$ cat src/hw/rtl/keyed_usage_counter_table_macros.svh
// Assertion macros for the keyed usage counter table.
// No dependencies; included by the top level.
`ifndef KEYED_USAGE_COUNTER_TABLE_MACROS_SVH
`define KEYED_USAGE_COUNTER_TABLE_MACROS_SVH

// Assert that prop holds on every clock edge outside reset.
`define KUCT_ASSERT(label, clk, rstn, prop, msg) \
    label: assert property (@(posedge clk) disable iff (!rstn) (prop)) else $error(msg);

// Assert that prop holds on every clock edge, reset included.
`define KUCT_ASSERT_ALWAYS(label, clk, prop, msg) \
    label: assert property (@(posedge clk) (prop)) else $error(msg);

`endif

$ cat src/hw/rtl/kuct_pkg.sv
// Package for the keyed usage counter table: types, status codes, sizes.
// No dependencies.
package kuct_pkg;

    localparam int unsigned SLOTS_DEF = 16;
    localparam int unsigned ENTRY_W   = 64 + 8 + 32 + 32;

    typedef enum logic [1:0] {
        MODE_USE    = 2'd0,
        MODE_ADD    = 2'd1,
        MODE_REMOVE = 2'd2,
        MODE_LIST   = 2'd3
    } mode_t;

    typedef enum logic [2:0] {
        ST_INCR     = 3'd0,
        ST_INSERTED = 3'd1,
        ST_TIME     = 3'd2,
        ST_REMOVED  = 3'd3,
        ST_NOTFOUND = 3'd4,
        ST_FULL     = 3'd5,
        ST_LISTED   = 3'd6,
        ST_EMPTY    = 3'd7
    } status_t;

    typedef struct packed {
        logic [63:0] key_head;
        logic [7:0]  key_tail;
        logic [31:0] uses;
        logic [31:0] secs;
    } entry_t;

    typedef enum logic [3:0] {
        S_IDLE,
        S_FIND_RD,
        S_FIND_CMP,
        S_DISPATCH,
        S_WRITE,
        S_SHIFT_RD,
        S_SHIFT_WR,
        S_SORT_RDI,
        S_SORT_RDJ,
        S_SORT_CMP,
        S_SORT_WRI,
        S_LIST_RD,
        S_LIST_OUT,
        S_OUT
    } state_t;

    // Clear every byte after the first zero byte of the nine-byte name.
    function automatic logic [71:0] clean_key(input logic [63:0] kh, input logic [7:0] kt);
        logic [71:0] k;
        logic        z;
        k = {kt, kh};
        z = 1'b0;
        for (int b = 0; b < 9; b++) begin
            if (z) begin
                k[8*b +: 8] = 8'd0;
            end else if (k[8*b +: 8] == 8'd0) begin
                z = 1'b1;
            end
        end
        return k;
    endfunction

endpackage

$ cat src/hw/rtl/kuct_ram.sv
// Generic single-port RAM with registered read.
// No dependencies.
module kuct_ram #(
    parameter int unsigned WIDTH = 8,
    parameter int unsigned DEPTH = 16
) (
    input  logic                     aclk,
    input  logic                     we,
    input  logic [$clog2(DEPTH)-1:0] addr,
    input  logic [WIDTH-1:0]         wdata,
    output logic [WIDTH-1:0]         rdata
);
    logic [WIDTH-1:0] mem [DEPTH];

    always_ff @(posedge aclk) begin
        if (we) begin
            mem[addr] <= wdata;
        end
        rdata <= mem[addr];
    end
endmodule

$ cat src/hw/rtl/kuct_seq.sv
// Sequencer for the keyed usage counter table: search, update, shift, sort, list.
// Depends on kuct_pkg and kuct_ram.
module kuct_seq
    import kuct_pkg::*;
#(
    parameter int unsigned SLOTS = SLOTS_DEF
) (
    input  logic         aclk,
    input  logic         aresetn,
    input  logic         req_valid,
    output logic         req_ready,
    input  logic [1:0]   req_mode,
    input  logic [63:0]  req_key_head,
    input  logic [7:0]   req_key_tail,
    input  logic [31:0]  req_seconds,
    output logic         res_valid,
    input  logic         res_ready,
    output logic [2:0]   res_status,
    output entry_t       res_entry,
    output logic         res_last,
    output state_t       state_o,
    output logic [$clog2(SLOTS+1)-1:0] occ_o
);
    localparam int unsigned AW = $clog2(SLOTS);
    localparam int unsigned CW = $clog2(SLOTS+1);

    state_t state_reg, state_next;
    logic [CW-1:0] occ_reg, occ_next;
    logic [CW-1:0] i_reg, i_next, j_reg, j_next;
    logic [1:0]    mode_reg, mode_next;
    logic [71:0]   key_reg, key_next;
    logic [31:0]   secs_reg, secs_next;
    logic          hit_reg, hit_next;
    entry_t        hold_reg, hold_next;      // entry found or entry i in sort
    logic [2:0]    st_reg, st_next;
    entry_t        out_reg, out_next;
    logic          last_reg, last_next;

    logic          we;
    logic [AW-1:0] addr;
    entry_t        wdata, rdata;

    kuct_ram #(.WIDTH(ENTRY_W), .DEPTH(SLOTS)) u_ram (
        .aclk (aclk),
        .we   (we),
        .addr (addr),
        .wdata(wdata),
        .rdata(rdata)
    );

    always_ff @(posedge aclk) begin
        if (!aresetn) begin
            state_reg <= S_IDLE;
            occ_reg   <= '0;
        end else begin
            state_reg <= state_next;
            occ_reg   <= occ_next;
        end
        i_reg    <= i_next;
        j_reg    <= j_next;
        mode_reg <= mode_next;
        key_reg  <= key_next;
        secs_reg <= secs_next;
        hit_reg  <= hit_next;
        hold_reg <= hold_next;
        st_reg   <= st_next;
        out_reg  <= out_next;
        last_reg <= last_next;
    end

    // next state and datapath
    always_comb begin
        state_next = state_reg;
        occ_next   = occ_reg;
        i_next     = i_reg;
        j_next     = j_reg;
        mode_next  = mode_reg;
        key_next   = key_reg;
        secs_next  = secs_reg;
        hit_next   = hit_reg;
        hold_next  = hold_reg;
        st_next    = st_reg;
        out_next   = out_reg;
        last_next  = last_reg;
        case (state_reg)
            S_IDLE: begin
                if (req_valid) begin
                    mode_next = req_mode;
                    key_next  = clean_key(req_key_head, req_key_tail);
                    secs_next = req_seconds;
                    i_next    = '0;
                    hit_next  = 1'b0;
                    if (req_mode == MODE_LIST) begin
                        if (occ_reg == '0) begin
                            st_next    = ST_EMPTY;
                            out_next   = '0;
                            last_next  = 1'b1;
                            state_next = S_OUT;
                        end else begin
                            state_next = S_SORT_RDI;
                        end
                    end else if (occ_reg == '0) begin
                        state_next = S_DISPATCH;
                    end else begin
                        state_next = S_FIND_RD;
                    end
                end
            end
            S_FIND_RD: state_next = S_FIND_CMP;
            S_FIND_CMP: begin
                if ({rdata.key_tail, rdata.key_head} == key_reg) begin
                    hit_next   = 1'b1;
                    hold_next  = rdata;
                    state_next = S_DISPATCH;
                end else if (i_reg + 1'b1 == occ_reg) begin
                    state_next = S_DISPATCH;
                end else begin
                    i_next     = i_reg + 1'b1;
                    state_next = S_FIND_RD;
                end
            end
            S_DISPATCH: begin
                last_next         = 1'b1;
                out_next.key_head = key_reg[63:0];
                out_next.key_tail = key_reg[71:64];
                out_next.uses     = '0;
                out_next.secs     = '0;
                state_next        = S_OUT;
                case (mode_reg)
                    MODE_USE: begin
                        if (hit_reg) begin
                            hold_next.uses = (hold_reg.uses == 32'hFFFF_FFFF) ?
                                             hold_reg.uses : hold_reg.uses + 32'd1;
                            st_next    = ST_INCR;
                            state_next = S_WRITE;
                        end else if (occ_reg == CW'(SLOTS)) begin
                            st_next = ST_FULL;
                        end else begin
                            hold_next.key_head = key_reg[63:0];
                            hold_next.key_tail = key_reg[71:64];
                            hold_next.uses     = 32'd1;
                            hold_next.secs     = '0;
                            i_next     = occ_reg;
                            occ_next   = occ_reg + 1'b1;
                            st_next    = ST_INSERTED;
                            state_next = S_WRITE;
                        end
                    end
                    MODE_ADD: begin
                        if (hit_reg) begin
                            hold_next.secs = hold_reg.secs + secs_reg;
                            st_next        = ST_TIME;
                            state_next     = S_WRITE;
                        end else begin
                            st_next = ST_NOTFOUND;
                        end
                    end
                    MODE_REMOVE: begin
                        if (hit_reg) begin
                            st_next       = ST_REMOVED;
                            out_next.uses = hold_reg.uses;
                            out_next.secs = hold_reg.secs;
                            occ_next      = occ_reg - 1'b1;
                            state_next    = (i_reg + 1'b1 == occ_reg) ? S_OUT : S_SHIFT_RD;
                        end else begin
                            st_next = ST_NOTFOUND;
                        end
                    end
                    default: st_next = ST_NOTFOUND;
                endcase
            end
            S_WRITE: begin
                out_next.uses = hold_reg.uses;
                out_next.secs = hold_reg.secs;
                state_next    = S_OUT;
            end
            S_SHIFT_RD: state_next = S_SHIFT_WR;
            S_SHIFT_WR: begin
                i_next     = i_reg + 1'b1;
                state_next = (i_reg + 2'd2 > occ_reg) ? S_OUT : S_SHIFT_RD;
            end
            S_SORT_RDI: begin
                j_next     = i_reg + 1'b1;
                state_next = (i_reg + 1'b1 >= occ_reg) ? S_LIST_RD : S_SORT_RDJ;
                if (i_reg + 1'b1 >= occ_reg) begin
                    i_next = '0;
                end
            end
            S_SORT_RDJ: begin
                hold_next  = (j_reg == i_reg + 1'b1) ? rdata : hold_reg;
                state_next = S_SORT_CMP;
            end
            S_SORT_CMP: begin
                if (hold_reg.uses < rdata.uses) begin
                    hold_next  = rdata;
                    out_next   = hold_reg;    // old entry i goes to slot j
                    state_next = S_SORT_WRI;
                end else if (j_reg + 1'b1 == occ_reg) begin
                    i_next     = i_reg + 1'b1;
                    state_next = S_SORT_RDI;
                end else begin
                    j_next     = j_reg + 1'b1;
                    state_next = S_SORT_RDJ;
                end
            end
            S_SORT_WRI: begin
                if (j_reg + 1'b1 == occ_reg) begin
                    i_next     = i_reg + 1'b1;
                    state_next = S_SORT_RDI;
                end else begin
                    j_next     = j_reg + 1'b1;
                    state_next = S_SORT_RDJ;
                end
            end
            S_LIST_RD: state_next = S_LIST_OUT;
            S_LIST_OUT: begin
                out_next   = rdata;
                st_next    = ST_LISTED;
                last_next  = (i_reg + 1'b1 == occ_reg);
                state_next = S_OUT;
            end
            S_OUT: begin
                if (res_ready) begin
                    if (mode_reg == MODE_LIST && !last_reg) begin
                        i_next     = i_reg + 1'b1;
                        state_next = S_LIST_RD;
                    end else begin
                        state_next = S_IDLE;
                    end
                end
            end
            default: state_next = S_IDLE;
        endcase
    end

    // memory port and handshake outputs
    always_comb begin
        we    = 1'b0;
        addr  = i_reg[AW-1:0];
        wdata = hold_reg;
        case (state_reg)
            S_WRITE: we = 1'b1;
            S_SHIFT_RD: addr = AW'(i_reg + 1'b1);
            S_SHIFT_WR: begin
                we    = 1'b1;
                wdata = rdata;
            end
            S_SORT_RDJ: addr = j_reg[AW-1:0];
            S_SORT_CMP: begin
                // write new entry i on swap
                if (hold_reg.uses < rdata.uses) begin
                    we    = 1'b1;
                    wdata = rdata;
                end
            end
            S_SORT_WRI: begin
                we    = 1'b1;
                addr  = j_reg[AW-1:0];
                wdata = out_reg;
            end
            default: ;
        endcase
    end

    assign req_ready  = (state_reg == S_IDLE);
    assign res_valid  = (state_reg == S_OUT);
    assign res_status = st_reg;
    assign res_entry  = out_reg;
    assign res_last   = last_reg;
    assign state_o    = state_reg;
    assign occ_o      = occ_reg;
endmodule

$ cat src/hw/rtl/keyed_usage_counter_table.sv
// Keyed usage counter table: one request at a time, answered from a slot RAM
// by a sequencer that walks the slots; use, add time, remove, sort-and-list.
// Lookups and removes read the single RAM port once per slot; a list request
// first runs an exchange sort over the N entries, reading entry j for each
// compare and writing entries i and j on a swap, then reads out each listed entry.
// s_axis_tready is high only while no request is in progress.
`include "keyed_usage_counter_table_macros.svh"
module keyed_usage_counter_table
    import kuct_pkg::*;
#(
    parameter int unsigned SLOTS = SLOTS_DEF
) (
    input  logic          aclk,
    input  logic          aresetn,
    input  logic          s_axis_tvalid,
    output logic          s_axis_tready,
    input  logic [111:0]  s_axis_tdata,  // key_head[63:0], key_tail[71:64], seconds[103:72]
    input  logic [1:0]    s_axis_tuser,  // mode
    output logic          m_axis_tvalid,
    input  logic          m_axis_tready,
    output logic [135:0]  m_axis_tdata,  // out_key_head, out_key_tail, use_count, time_total
    output logic [2:0]    m_axis_tuser,  // status
    output logic          m_axis_tlast
);
    entry_t        res_entry;
    state_t        state;
    logic [$clog2(SLOTS+1)-1:0] occ;

    kuct_seq #(.SLOTS(SLOTS)) u_seq (
        .aclk        (aclk),
        .aresetn     (aresetn),
        .req_valid   (s_axis_tvalid),
        .req_ready   (s_axis_tready),
        .req_mode    (s_axis_tuser),
        .req_key_head(s_axis_tdata[63:0]),
        .req_key_tail(s_axis_tdata[71:64]),
        .req_seconds (s_axis_tdata[103:72]),
        .res_valid   (m_axis_tvalid),
        .res_ready   (m_axis_tready),
        .res_status  (m_axis_tuser),
        .res_entry   (res_entry),
        .res_last    (m_axis_tlast),
        .state_o     (state),
        .occ_o       (occ)
    );

    assign m_axis_tdata = {res_entry.secs, res_entry.uses, res_entry.key_tail,
                           res_entry.key_head};

    `KUCT_ASSERT(a_occ_range, aclk, aresetn, occ <= ($clog2(SLOTS+1))'(SLOTS), "occupancy above SLOTS")
    `KUCT_ASSERT(a_no_overlap, aclk, aresetn, !(s_axis_tready && m_axis_tvalid), "ready while result pending")
    `KUCT_ASSERT(a_full_stable, aclk, aresetn, (m_axis_tvalid && m_axis_tuser == ST_FULL) |-> occ == ($clog2(SLOTS+1))'(SLOTS), "full status with room left")
    `KUCT_ASSERT_ALWAYS(a_reset_idle, aclk, !aresetn |=> state == S_IDLE, "not idle after reset")
endmodule

$ cat config.mk
export PLATFORM = sky130hd
export DESIGN_NAME = keyed_usage_counter_table
export DESIGN_NICKNAME = d
export VERILOG_FILES = /design/src/hw/rtl/kuct_pkg.sv /design/src/hw/rtl/kuct_ram.sv /design/src/hw/rtl/kuct_seq.sv /design/src/hw/rtl/keyed_usage_counter_table.sv
export VERILOG_INCLUDE_DIRS = /design/src /design/src/hw/rtl
export SDC_FILE = /design/constraint.sdc
export NUM_CORES = 2
export LEC_CHECK = 0
export BUFFER_PORTS_ARGS = -buffer_cell sky130_fd_sc_hd__buf_2
export CAP_MARGIN = 20
export CORE_AREA = 8 8 647 649
export DETAILED_ROUTE_END_ITERATION = 10
export DIE_AREA = 0 0 655 657
export PLACE_DENSITY = 0.45
export SETUP_SLACK_MARGIN = 0.15
export SYNTH_ARGS = -nofsm -noshare
export SYNTH_HDL_FRONTEND = slang
export SYNTH_SLANG_ARGS = --single-unit
$ cat constraint.sdc
create_clock -name aclk -period 23.5 [get_ports aclk]
set_input_delay 1.175 -clock aclk [delete_from_list [all_inputs] [get_ports aclk]]
set_output_delay 1.175 -clock aclk [all_outputs]
set_load 0.01 [all_outputs]
==> results by group <==
Synthesis
  • Post-synth EDFFs: 2,569
  • Number of distinct library cells after synthesis: 82
  • Yosys warning count: 0
  • Syn Nets: about 9,000
  • Cell with the most instances after synthesis: edfxtp_1
  • Synth Cell Area: between 0.1 and 0.15 mm2
  • Asr flop ratio synth: 0%
  • Area leader, netlist: edfxtp_1
  • Most instantiated cells after synthesis: edfxtp_1 (2,569), nand2_1 (2,424), nand3_1 (737), a311oi_1 (409), and3_1 (374)
  • Ys flop type: edfxtp_1
  • Synth area leaders: edfxtp_1 (68%), nand2_1 (8.0%), nand3_1 (3.2%)
  • Seq cells post-synth: approximately 2,700
  • Synthesized area per cell: approximately 13 um2
  • Sequential cell area fraction in the yosys report: between 70 and 80%
  • Cell count after synthesis: about 9,000
  • Area share of the largest cell type after synthesis: roughly 68%

Drt
  • DRC viols: 0
  • Drt first pass iters: 6
  • Via-to-Cell Ratio: about 5
  • Total Wirelength: 381,000 um
  • Wire per inst: 25.7 um
  • DRT iter0 DRCs: roughly 7,500
  • DR vias: roughly 76,000
  • Final ANT Viol Nets: 0

Global routing
  • Initial antenna violation count: 30
  • Overall global routing resource usage: 16.9%
  • GR peak layer: met2
  • M2 GR Usage: between 20% and 30%
  • Grt met1 use: 23.0%
  • Largest net degree at the start of global routing: 159
  • Met3 GRT Util: around 2.8%
  • First-pass GRT wire length: around 540,000 um
  • Grt ovf: 0
  • Vias in the first global route: ~74,000

Finish
  • Share of layout cells above drive strength 1: 10.7%
  • Post-route insts no fill: between 10,000 and 15,000
  • Post-layout nets: slightly above 9,000
  • Fillers: just over 40,000
  • Max reg flops: approximately 2,200
  • Area Growth Syn to Fin: 14.7%
  • Largest Register: u_seq.u_ram.mem

Clocking
  • Clock tree sinks: roughly 2,700
  • Clock Pin Slew Worst Setup and Hold Paths: approximately 0.060 ns
  • Hold bufs inserted after CTS: 0
  • Bufs on Longest Clock Path: 4
  • CTS tree: built
  • CTS resizes: 0
  • H-tree levels: 5
  • Cts bufs inserted: 300
  • Clock Tree Root: clkbuf_16
  • # Post-CTS Setup Buffers: 0
  • Clk_lat worst skew: approximately 0.9 ns

Worst setup path
  • Crit path DAT: 7.05 ns
  • Critical path's most frequent cell: buf_4
  • Critical Path Start Type: register
  • Largest stage delay, worst path: 1.01 ns
  • Setup Crit Path Kind: register to register
  • Crit path max fanout: 37
  • Crit-path cells: nand2_1 -> or3_1 -> o32ai_1 -> nand3_1 -> nor2_4 -> buf_4 -> buf_4 -> buf_4
  • Worst-path cell with the longest stage delay: dfxtp_1
  • Data required time of the worst path: around 24 ns
  • CP endpoint kind: register

Job
  • MaxCap Viol Count: 0

Timing
  • Final Setup Violations: 0
  • Unrepaired setup endpoints after global routing: false
  • Final critical-path required period: 6.52 ns
  • Final Skew: around 0.07 ns
  • Peak Freq: 153 MHz
  • Final period util: between 20% and 30%
  • Worst hold margin: about 0.44 ns
  • Pins Over Slew Limit: 0
  • Final-report hold violation count: 0
  • Worst slew pin tran: 1.20 ns
  • Max_slew headroom: 19.9%
  • Fin Setup TNS: 0 ns

Die
  • Initial core utilization: between 20 and 30%
  • Die W: approximately 660 um
  • I/O pin count: 260
  • Die area: ~0.43 mm2
  • Core Region: 0.408 mm2
  • Die H: between 600 and 700 um
  • Row count: about 240

Worst hold path
  • Hold Path Class: input port to register

Place
  • Count of buffers inserted at the top-level ports: between 200 and 300
  • Gpl congestion: just under 0.8
  • HPWL Detailed: ~200,000 um
  • Placed Cells: between 10,000 and 15,000

Pwr
  • Final Power: roughly 19,000 uW
  • PwrDens: approximately 150 mW/mm2
  • VDD IR max: roughly 0.13 mV
  • Leak: about 0.045 uW

Status
  • Status: finished clean
## logic make-up (layout without fill, tap and decap cells)
family / count (synthesis) / in the layout / synth area share, %
muxes: 4 / 4 / 0.0363
other: 0 / 9 / 0
DFF: 2714 / 2714 / 70.4
adders and majority gates: 82 / 82 / 0.916
xor gates and xnor gates: 122 / 122 / 0.940
buffers and inverters: 782 / 1105 / 3.00
and+or+nand+nor: 3834 / 3834 / 14.8
AOI/OAI and AO/OA: 1498 / 1498 / 9.94
## critical path, delay by kind of cell (launching register included)
| kind | cells | cell delay [ns] |
|---|---|---|
| flip-flops | 1 | 1.01 |
| AND/OR/NAND/NOR | 4 | 2.18 |
| AO/OA/AOI/OAI | 1 | 0.59 |
| buffers and inverters | 3 | 2.22 |
## area by class of cell
type                            instances  area, um2  share of cell area (%)
Multi-Input combinational cell       5540      30600                    23.5
Sequential cell                      2714      80000                    61.4
Inverter                              136        515                   0.395
Timing Repair Buffer                  421       2820                    2.17
Clock buffer                          431       8480                    6.51
Tap cell                             5451       6820                    5.23
Antenna cell                            9       22.5                  0.0173
Clock inverter                        117       1080                   0.832
## layout by cell type, fill, tap and decap left out, drive strengths merged, types with 11 or more instances in the layout
| cell type | instances |
|---|---|
| o211ai | 22 |
| edfxtp | 2569 |
| o22ai | 11 |
| nand2 | 2424 |
| a311oi | 409 |
| and2 | 66 |
| a21oi | 222 |
| and3 | 374 |
| a31oi | 154 |
| nor4 | 34 |
| a21bo | 95 |
| a221oi | 78 |
| nand3 | 737 |
| buf | 421 |
| xnor2 | 60 |
| clkinv | 87 |
| a221o | 86 |
| nand4 | 26 |
| nor2 | 89 |
| bufinv | 13 |
| a21o | 58 |
| clkbuf | 431 |
| nor3 | 36 |
| a22o | 64 |
| xor2 | 62 |
| ha | 80 |
| nor2b | 18 |
| inv | 148 |
| dfxtp | 145 |
| o21ai | 216 |
## metrics by stage
| step | worst slack, ns | utilization (%) | cell area (um2) |
|---|---|---|---|
| floorplan | 11.25 | - | 114000 |
| detailed placement | 16.91 | 29.6 | 121000 |
| CTS | 16.92 | 31.9 | 130000 |
| global route | 16.64 | 31.9 | 130000 |
| global placement | 17.00 | 29.6 | 121000 |
| finish | 16.98 | 31.9 | 130000 |
## layer usage
metal,vias up,part of all wire [%]
met5,-,0.012
met4,8,2.9
met3,524,6.5
met2,2772,47
met1,38900,43
li1,33900,-
## worst paths after layout
kind | slack, ns | startpoint | end | depth (start not counted)
max | 16.98 | u_seq.state_o[0] | u_seq.u_ram.mem[2][104] | 8
min reg2reg | 0.56 | u_seq.u_ram.rdata[34] | u_seq.res_entry[34] | 1
max reg2reg | 16.98 | u_seq.state_o[0] | u_seq.u_ram.mem[2][104] | 8
min | 0.44 | s_axis_tdata[90] | u_seq.secs_reg[18] | 1
## power breakdown
part           internal (uW)  switching (uW)  total, uW
Sequential              6580             495       7080
Combinational           2060            5410       7470
Clock                   2660            1950       4620
Power figures use the tool's default switching activity.
